==> src/rtl/core/lcs_pkg.sv <==
// shared types and constants for the lcd command sequencer
package lcs_pkg;

   localparam int QDEPTH    = 4;
   localparam int QPTR_W    = $clog2(QDEPTH);
   localparam int QCNT_W    = $clog2(QDEPTH + 1);
   localparam int WIN_BEATS = 10;
   localparam int STEP_W    = $clog2(WIN_BEATS);

   localparam logic [7:0] CMD_COLUMN_SET = 8'h2A;
   localparam logic [7:0] CMD_PAGE_SET   = 8'h2B;
   localparam logic [7:0] TABLE_END      = 8'h00;

   typedef enum logic [2:0] {
      OP_INIT   = 3'd0,
      OP_WINDOW = 3'd1,
      OP_PIXEL  = 3'd2,
      OP_CMD    = 3'd3,
      OP_DATA   = 3'd4
   } opcode_type;

   typedef enum logic [1:0] {
      JOB_SINGLE = 2'd0,
      JOB_PIXEL  = 2'd1,
      JOB_WINDOW = 2'd2
   } job_kind_type;

   // window steps
   typedef enum logic [STEP_W-1:0] {
      ST_COL_CMD = 4'd0,
      ST_XS_HI   = 4'd1,
      ST_XS_LO   = 4'd2,
      ST_XE_HI   = 4'd3,
      ST_XE_LO   = 4'd4,
      ST_PAGE_CMD = 4'd5,
      ST_YS_HI   = 4'd6,
      ST_YS_LO   = 4'd7,
      ST_YE_HI   = 4'd8,
      ST_YE_LO   = 4'd9
   } win_step_type;

   typedef struct packed {
      job_kind_type kind;
      logic [7:0]   bus_byte;
      logic         is_data;
      logic         is_write;
      logic         init_done;
      logic [15:0]  w0;   // x start or pixel color
      logic [15:0]  w1;   // x end
      logic [15:0]  w2;   // y start
      logic [15:0]  w3;   // y end
   } job_type;

   typedef struct packed {
      logic       valid;
      logic       full;
   } queue_status_type;

   typedef struct packed {
      logic [7:0] bus_byte;
      logic       is_data;
      logic       is_write;
      logic       init_done;
      logic       last;
   } beat_type;

endpackage

==> src/rtl/core/lcs_front.sv <==
// front end: accepts requests, runs the init table parser, builds jobs
module lcs_front
   import lcs_pkg::*;
(
   input  logic             clock,
   input  logic             reset,
   input  logic             req_valid,
   output logic             req_ready,
   input  logic [2:0]       req_opcode,
   input  logic [7:0]       req_byte_value,
   input  logic [15:0]      req_x_start,
   input  logic [15:0]      req_y_start,
   input  logic [15:0]      req_width,
   input  logic [15:0]      req_height,
   input  logic [15:0]      req_pixel_color,
   input  queue_status_type q_status,
   output logic             q_push,
   output job_type          q_job
);

   typedef enum logic [2:0] {
      PH_CMD   = 3'b001,
      PH_COUNT = 3'b010,
      PH_ARG   = 3'b100
   } phase_type;

   phase_type  phase_ff, phase_in;
   logic [7:0] args_ff, args_in;
   logic       accept;

   assign req_ready = !q_status.full;
   assign accept    = req_valid && req_ready;

   always_comb begin
      phase_in        = phase_ff;
      args_in         = args_ff;
      q_push          = 1'b0;
      q_job           = '0;
      q_job.kind      = JOB_SINGLE;
      q_job.bus_byte  = req_byte_value;
      q_job.is_write  = 1'b1;
      if (accept) begin
         case (opcode_type'(req_opcode))
            OP_INIT: begin
               case (phase_ff)
                  PH_COUNT: begin
                     args_in  = req_byte_value;
                     phase_in = (req_byte_value == 8'd0) ? PH_CMD : PH_ARG;
                  end
                  PH_ARG: begin
                     q_push        = 1'b1;
                     q_job.is_data = 1'b1;
                     args_in       = args_ff - 8'd1;
                     if (args_in == 8'd0) begin
                        phase_in = PH_CMD;
                     end
                  end
                  default: begin
                     q_push = 1'b1;
                     if (req_byte_value == TABLE_END) begin
                        q_job.is_write  = 1'b0;
                        q_job.init_done = 1'b1;
                        phase_in        = PH_CMD;
                     end else begin
                        phase_in = PH_COUNT;
                     end
                  end
               endcase
            end
            OP_WINDOW: begin
               q_push     = 1'b1;
               q_job.kind = JOB_WINDOW;
               q_job.w0   = req_x_start;
               q_job.w1   = req_x_start + req_width - 16'd1;
               q_job.w2   = req_y_start;
               q_job.w3   = req_y_start + req_height - 16'd1;
            end
            OP_PIXEL: begin
               q_push     = 1'b1;
               q_job.kind = JOB_PIXEL;
               q_job.w0   = req_pixel_color;
            end
            OP_CMD: begin
               q_push = 1'b1;
            end
            OP_DATA: begin
               q_push        = 1'b1;
               q_job.is_data = 1'b1;
            end
            default: begin
               q_push = 1'b0;
            end
         endcase
      end
   end

   always_ff @(posedge clock) begin
      if (reset) begin
         phase_ff <= PH_CMD;
         args_ff  <= 8'd0;
      end else begin
         phase_ff <= phase_in;
         args_ff  <= args_in;
      end
   end

endmodule

==> src/rtl/core/lcs_queue.sv <==
// small job queue between front and back
module lcs_queue
   import lcs_pkg::*;
(
   input  logic             clock,
   input  logic             reset,
   input  logic             push,
   input  job_type          push_job,
   input  logic             pop,
   output queue_status_type status,
   output job_type          head_job
);

   job_type           entry_ff [QDEPTH];
   logic [QPTR_W-1:0] head_ff, head_in;
   logic [QPTR_W-1:0] tail_ff, tail_in;
   logic [QCNT_W-1:0] count_ff, count_in;
   logic              do_push, do_pop;

   assign status.valid = (count_ff != '0);
   assign status.full  = (count_ff == QCNT_W'(QDEPTH));
   assign head_job     = entry_ff[head_ff];
   assign do_push      = push && !status.full;
   assign do_pop       = pop && status.valid;

   always_comb begin
      head_in  = do_pop ? head_ff + QPTR_W'(1) : head_ff;
      tail_in  = do_push ? tail_ff + QPTR_W'(1) : tail_ff;
      count_in = count_ff;
      if (do_push && !do_pop) begin
         count_in = count_ff + QCNT_W'(1);
      end else if (do_pop && !do_push) begin
         count_in = count_ff - QCNT_W'(1);
      end
   end

   always_ff @(posedge clock) begin
      if (reset) begin
         head_ff  <= '0;
         tail_ff  <= '0;
         count_ff <= '0;
      end else begin
         head_ff  <= head_in;
         tail_ff  <= tail_in;
         count_ff <= count_in;
      end
   end

   always_ff @(posedge clock) begin
      if (do_push) begin
         entry_ff[tail_ff] <= push_job;
      end
   end

endmodule

==> src/rtl/core/lcs_back.sv <==
// back end: expands jobs into bus beats through an output register
module lcs_back
   import lcs_pkg::*;
(
   input  logic             clock,
   input  logic             reset,
   input  queue_status_type q_status,
   input  job_type          q_job,
   output logic             q_pop,
   output logic             rsp_valid,
   input  logic             rsp_ready,
   output logic [7:0]       rsp_bus_byte,
   output logic             rsp_is_data,
   output logic             rsp_is_write,
   output logic             rsp_init_done,
   output logic             rsp_last
);

   logic [STEP_W-1:0] step_ff, step_in;
   logic              valid_ff, valid_in;
   beat_type          beat_ff, beat_in;
   logic              load;

   assign load = !valid_ff || rsp_ready;

   always_comb begin
      beat_in           = '0;
      beat_in.is_data   = 1'b1;
      beat_in.is_write  = 1'b1;
      case (q_job.kind)
         JOB_PIXEL: begin
            beat_in.bus_byte = step_ff[0] ? q_job.w0[7:0] : q_job.w0[15:8];
            beat_in.last     = (step_ff == STEP_W'(1));
         end
         JOB_WINDOW: begin
            beat_in.last = (step_ff == ST_YE_LO);
            case (win_step_type'(step_ff))
               ST_COL_CMD: begin
                  beat_in.bus_byte = CMD_COLUMN_SET;
                  beat_in.is_data  = 1'b0;
               end
               ST_XS_HI:    beat_in.bus_byte = q_job.w0[15:8];
               ST_XS_LO:    beat_in.bus_byte = q_job.w0[7:0];
               ST_XE_HI:    beat_in.bus_byte = q_job.w1[15:8];
               ST_XE_LO:    beat_in.bus_byte = q_job.w1[7:0];
               ST_PAGE_CMD: begin
                  beat_in.bus_byte = CMD_PAGE_SET;
                  beat_in.is_data  = 1'b0;
               end
               ST_YS_HI:    beat_in.bus_byte = q_job.w2[15:8];
               ST_YS_LO:    beat_in.bus_byte = q_job.w2[7:0];
               ST_YE_HI:    beat_in.bus_byte = q_job.w3[15:8];
               ST_YE_LO:    beat_in.bus_byte = q_job.w3[7:0];
               default:     beat_in.bus_byte = q_job.w3[7:0];
            endcase
         end
         default: begin
            beat_in.bus_byte  = q_job.bus_byte;
            beat_in.is_data   = q_job.is_data;
            beat_in.is_write  = q_job.is_write;
            beat_in.init_done = q_job.init_done;
            beat_in.last      = 1'b1;
         end
      endcase
   end

   always_comb begin
      q_pop    = 1'b0;
      step_in  = step_ff;
      valid_in = valid_ff;
      if (load) begin
         valid_in = q_status.valid;
         if (q_status.valid) begin
            if (beat_in.last) begin
               q_pop   = 1'b1;
               step_in = '0;
            end else begin
               step_in = step_ff + STEP_W'(1);
            end
         end
      end
   end

   always_ff @(posedge clock) begin
      if (reset) begin
         step_ff  <= '0;
         valid_ff <= 1'b0;
      end else begin
         step_ff  <= step_in;
         valid_ff <= valid_in;
      end
   end

   always_ff @(posedge clock) begin
      if (load && q_status.valid) begin
         beat_ff <= beat_in;
      end
   end

   assign rsp_valid     = valid_ff;
   assign rsp_bus_byte  = beat_ff.bus_byte;
   assign rsp_is_data   = beat_ff.is_data;
   assign rsp_is_write  = beat_ff.is_write;
   assign rsp_init_done = beat_ff.init_done;
   assign rsp_last      = beat_ff.last;

endmodule

==> src/rtl/core/lcd_command_sequencer_top.sv <==
// top level of the lcd command sequencer
// Each request becomes bus beats on rsp_, one byte with a command/data flag per
// beat, up to one beat per cycle from the output register while rsp_ready is
// high. A pixel yields 2 beats, a window 10, an init table byte or raw byte 1;
// a count byte or an unused opcode is accepted and yields no beat. The beat
// rate of the back end sets the throughput; a four-entry job queue lets the
// front keep accepting requests while the back end drains earlier jobs.
module lcd_command_sequencer_top
   import lcs_pkg::*;
(
   input  logic        clock,
   input  logic        reset,
   input  logic        req_valid,
   output logic        req_ready,
   input  logic [2:0]  req_opcode,
   input  logic [7:0]  req_byte_value,
   input  logic [15:0] req_x_start,
   input  logic [15:0] req_y_start,
   input  logic [15:0] req_width,
   input  logic [15:0] req_height,
   input  logic [15:0] req_pixel_color,
   output logic        rsp_valid,
   input  logic        rsp_ready,
   output logic [7:0]  rsp_bus_byte,
   output logic        rsp_is_data,
   output logic        rsp_is_write,
   output logic        rsp_init_done,
   output logic        rsp_last
);

   queue_status_type q_status;
   logic             q_push;
   logic             q_pop;
   job_type          push_job;
   job_type          head_job;

   lcs_front u_front (
      .clock           (clock),
      .reset           (reset),
      .req_valid       (req_valid),
      .req_ready       (req_ready),
      .req_opcode      (req_opcode),
      .req_byte_value  (req_byte_value),
      .req_x_start     (req_x_start),
      .req_y_start     (req_y_start),
      .req_width       (req_width),
      .req_height      (req_height),
      .req_pixel_color (req_pixel_color),
      .q_status        (q_status),
      .q_push          (q_push),
      .q_job           (push_job)
   );

   lcs_queue u_queue (
      .clock    (clock),
      .reset    (reset),
      .push     (q_push),
      .push_job (push_job),
      .pop      (q_pop),
      .status   (q_status),
      .head_job (head_job)
   );

   lcs_back u_back (
      .clock         (clock),
      .reset         (reset),
      .q_status      (q_status),
      .q_job         (head_job),
      .q_pop         (q_pop),
      .rsp_valid     (rsp_valid),
      .rsp_ready     (rsp_ready),
      .rsp_bus_byte  (rsp_bus_byte),
      .rsp_is_data   (rsp_is_data),
      .rsp_is_write  (rsp_is_write),
      .rsp_init_done (rsp_init_done),
      .rsp_last      (rsp_last)
   );

endmodule

==> config.mk <==
export PLATFORM = sky130hd
export DESIGN_NAME = lcd_command_sequencer_top
export DESIGN_NICKNAME = d
export VERILOG_FILES = /design/src/rtl/core/lcs_pkg.sv /design/src/rtl/core/lcs_front.sv /design/src/rtl/core/lcs_queue.sv /design/src/rtl/core/lcs_back.sv /design/src/rtl/core/lcd_command_sequencer_top.sv
export SDC_FILE = /design/constraint.sdc
export NUM_CORES = 1
export LEC_CHECK = 0
export BUFFER_PORTS_ARGS = -buffer_cell sky130_fd_sc_hd__buf_2
export CORE_MARGIN = 5
export CORE_UTILIZATION = 50
export CTS_CLUSTER_SIZE = 10
export DETAILED_ROUTE_END_ITERATION = 16
export PLACE_DENSITY = 0.74
export SLEW_MARGIN = 30
export SYNTH_ARGS = -nofsm -noshare
export SYNTH_HDL_FRONTEND = slang
export SYNTH_SLANG_ARGS = --single-unit
==> constraint.sdc <==
create_clock -name clock -period 3.62 [get_ports clock]
set_input_delay 0.181 -clock clock [delete_from_list [all_inputs] [get_ports clock]]
set_output_delay 0.181 -clock clock [all_outputs]
set_load 0.005 [all_outputs]
Word-level counts from Yosys, hierarchy flattened
Memory sizes are Yosys's and may differ from the RTL's. A register that Yosys moved wholly into a read port is not among the register bits. Cells that the tools add are included.

Input port bits: 95. Flip-flop bits (word level): 35. Word-level logic and storage cells: 101. Output and inout bits: 14. Bits in writable memories: 308. Memories: 1.

Equality and inequality tests: 19. Reductions and logical operators: 25. Add/subtract/negate cells: 10. Multiplexer cells: 34.

Memories: u_queue.entry_ff (depth 4, width 77, read ports 1, clocked after memory_dff 1, wr ports 1, RTL line lcs_queue.sv:14) `job_type entry_ff [QDEPTH];`.

Operators by type and width (number): $pmux W8 S9 (1); $mux W67 (1); $mux W48 (1); $add A16 B16 Y16 (2); $pmux W16 S2 (1); $pmux W8 S2 (2); $sub A16 B1 Y16 const B (2); $eq A4 B3 Y1 const B (4); $logic_not A8 Y1 (2); $mux W2 (7); $mux W3 (4); $eq A3 B2 Y1 const B (3); $eq A3 B3 Y1 const B (3); $mux W1 (9); $eq A4 B2 Y1 const B (2); $eq A4 B4 Y1 const B (2); $mux W8 (1); $pmux W1 S2 (4); $sub A8 B1 Y8 const B (1); $logic_and A1 B1 Y1 (6); $pmux W3 S2 (1); $reduce_and A3 Y1 (2); $reduce_or A2 Y1 (3); $add A2 B1 Y2 const B (2); 18 further kinds (22).

Depth between registers and ports, before layout
Depth in word-level cells: 9. Depth in mapped cells: 16. Depth with buffers taken out: 13.

Cells and area by module
From an unflattened synthesis, not the netlist that was laid out.

Cell total of the unflattened synthesis: 1177. Area total of the unflattened synthesis: 16628.4 µm².

By module, submodules not included: lcs_queue (instances 1, area each 11603.6 µm², cells each 451, seq. area each 9429.0 µm²); lcs_front (instances 1, area each 3535.9 µm², cells each 555, seq. area each 220.2 µm²); lcs_back (instances 1, area each 1488.9 µm², cells each 171, seq. area each 460.4 µm²).

Worst setup path after synthesis
No wires, ideal clock.

Kind: register to register. From: register (tool-made name). To: register u_queue.count_ff[2]. Library setup time: 0.071 ns. Arrival time: 3.644 ns. Path buffers: 3. Cell stages (with the launch flop): 16. Setup slack: -0.094 ns. Required time: 3.549 ns. Period minus slack after synthesis: 3.714 ns. Cells stage by stage: dfxtp_1 buf_2 buf_2 clkbuf_1 mux4_2 ha_1 mux2_2 a31o_2 and2_1 inv_1 ha_1 inv_1 fa_1 xor2_1 or3_1 a21oi_1.

RTL lines: end signal: assignment (RTL line lcs_queue.sv:45) `count_ff <= count_in;`; end: declaration (RTL line lcs_queue.sv:17) `logic [QCNT_W-1:0] count_ff, count_in;`.

==> qor.yml <==
max_stage_delay_ns: 0.54
routedWlPerCell_um: 20.7
worstPathMaxFanout: 9
rows: 66
p_per_area_nw_per_um2: 616
hp-class: "primary input to flip-flop"
dp_slack_ns: 0.309
path_buf_inv: 2
clock.fmax_mhz: 303
synthCells: 1150
grt_pass1_wl_mm: 55.9
seqPwrFrac: 0.427
power.switching_mw: 3.37
hold_ws_ns: 0.0260
slew_violations: 0
period_needed_ns: 3.30
core_area_um2: 32300
synth_seq_cells: 345
grt_pass1_vias: 10017
synth_edf_count: 320
synth-compound-area-share: 0.0699
fin_worst_skew_ns: 0.0421
cp-start-kind: "flip-flop"
final_layout_size_suffix_gt1_frac: 0.206
period_share: 0.913
drv_cap: 0
power_leakage_nw: 6.88
cts_max_level: 2
cts_resized: 0
tns_ns: 0
port_buffers: 108
dpl.hpwl_mm: 24.3
grtUsageTotal: 0.199
cts_made_buffers: 41
multi_input_area_um2: 5430
synth_xor_area_frac: 0.0172
setup_viol: 0
fin_ws_ns: 0.316
vias: 9789
clk_path_buf_depth: 3
drtIter0Drc: 812
ir_worst_vdd_v: 0.000411
synth_top_family_by_area: "multiplexers"
ys_seq_area_frac: 0.622
numClockSinks: 345
muxShareOfSynthArea: 0.113
crit_slowest_cell: "mux4_2"
intPower_mw: 8.12
dieHeight_um: 190
critPathTopFamily: "multiplexers"
grt_max_degree: 77
nets: 1454
synthFlopType: "edfxtp_1"
worstSetupPathType: "flip-flop to flip-flop"
rsz0062_at_grt: "false"
yosysUniqueCellTypes: 70
syn_to_final_growth_pct: 14.6
routed_wl_mm: 36.0
p_clk_frac: 0.312
dieWidth_um: 190
hold_violations: 0
slew_headroom: 0.325
end_kind: "flip-flop"
synthArstFlopShare: 0
antenna_cells: 0
clk_pin_slew_ns: 0.05
num_io_pins: 109
synthAdderAreaFrac: 0.0583
ant_nets: 0
synth-simple-area-share: 0.0736
initial_core_util: 0.504
place_congestion: 0.931
cp.arrival_ns: 3.78
nFillCells: 2492
syn_nets: 1319
drc_errors: 0
worstPathCellList: "mux4_2 > ha_1 > mux2_2 > a31o_2 > and2_1 > inv_1 > ha_1 > inv_1 > fa_1 > xor2_1 > or3_1 > a21oi_1"
final_common_cell: "edfxtp_1"
ff_latch_area_um2: 10100
die_area_um2: 36200
tightestPinTransition_ns: 1.01
overflow: 0
synthesis.area_um2: 16300
postSynthAreaPerCell_um2: 14.1
p_comb_frac: 0.261
p_sw_frac: 0.293
root_buffer: "clkbuf_16"
most-common-layout-cells: "edfxtp_1, inv_1, buf_2"
status: "finished clean"
crit_required_ns: 4.10
grt_antenna_before_repair: 0
yosysWarnings: 0
tritoncts: "yes"
clk_latency_ns: 0.55
via_per_inst: 5.63
drtPass1Iterations: 5
worst reg2reg max path, stage by stage (launching register included):
cell	delay (ns)
dfxtp_4	0.46
mux4_2	0.54
ha_1	0.24
mux2_2	0.27
a31o_2	0.25
and2_1	0.20
inv_1	0.07
ha_1	0.17
inv_1	0.07
fa_1	0.37
xor2_1	0.16
or3_1	0.30
a21oi_1	0.14
metrics by stage:
step / instances / area (µm²) / utilization / power, mW
after floorplan: 1150 / 16300 / - / 7.04
after global routing: 1740 / 18600 / 0.577 / 12.0
after CTS: 1740 / 18600 / 0.577 / 11.6
after global placement: 1675 / 17400 / 0.538 / 7.92
after detailed placement: 1675 / 17400 / 0.538 / 7.97
final: 1740 / 18600 / 0.577 / 11.5
path summary, 6_finish.rpt:
path                                           from                      end  slack [ns]  cells past startpoint
worst max register to register            flip-flop      u_queue.count_ff[2]        0.32                     12
worst min register to register  u_front.phase_ff[2]      u_front.phase_ff[2]        0.48                      2
worst min-delay path                req_y_start[15]  u_queue.entry_ff[0][31]        0.03                      2
worst max-delay path                      flip-flop      u_queue.count_ff[2]        0.32                     12
registers in the layout (all words and copies together) (netlist names), named ones only:
signal and cells:
u_back.rsp_init_done 1, u_back.rsp_valid 1, u_back.rsp_last 1, u_queue.count_ff 3, u_back.rsp_is_write 1, u_back.rsp_is_data 1
u_queue.head_ff 2, u_front.args_ff 8, u_back.step_ff 4, u_front.phase_ff 3, u_queue.tail_ff 2, u_queue.entry_ff 308
u_back.rsp_bus_byte 8
layer usage:
layer  routed length, µm  global-route usage  vias up
li1                    -                   -     4536
met1               14900               0.267     4876
met2               18200               0.342      329
met3                2160              0.0317       48
met4                 729              0.0511        0
met5                   0                   0        -
power by group through the flow:
stage                     clock network, mW  registers, mW  logic [mW]
after floorplan                           0           4.93        2.11
after CTS                              3.67           4.91        3.02
after detailed placement                  0           4.98        2.99
after global routing                   3.83           4.93        3.24
final                                  3.59           4.90        3.00
after global placement                    0           4.97        2.96
repair_timing:
action	4_1_cts	5_1_grt
endpoints found under the hold margin	33	0
hold buffers	9	0
buffers inserted	0	0
final cells by class:
type                    instances  share of cell area
clock buffers                  51              0.0576
repair buffers                136              0.0455
inverters                     139              0.0280
flip-flops and latches        345               0.543
well taps                     442              0.0297
multi-input cells             622               0.291
clock inverters                 5             0.00497
Yosys cell counts (all sizes together) (10+ instances only):
master / n / area, µm²
mux2i: 29 / 290
edfxtp: 320 / 9610
xnor2: 16 / 140
buf: 26 / 158
a21oi: 46 / 230
mux4: 68 / 1530
o21ai: 43 / 215
nand2b: 16 / 100
dfxtp: 25 / 500
nor2: 73 / 274
nand2: 68 / 255
and2: 14 / 87.6
a22oi: 14 / 105
nor2b: 10 / 62.6
ha: 71 / 888
nor3: 19 / 95.1
xor2: 16 / 140
clkbuf: 18 / 67.6
inv: 138 / 518
logic make-up (layout without fill, tap and decap cells):
logic type	after synthesis	in the layout
xor+xnor	32	32
flops	345	345
simple gates	243	243
fa+ha+maj	74	74
compound gates	174	174
mux	99	99
buf+inv	183	331
No activity file was read; power rests on OpenSTA's default activity.
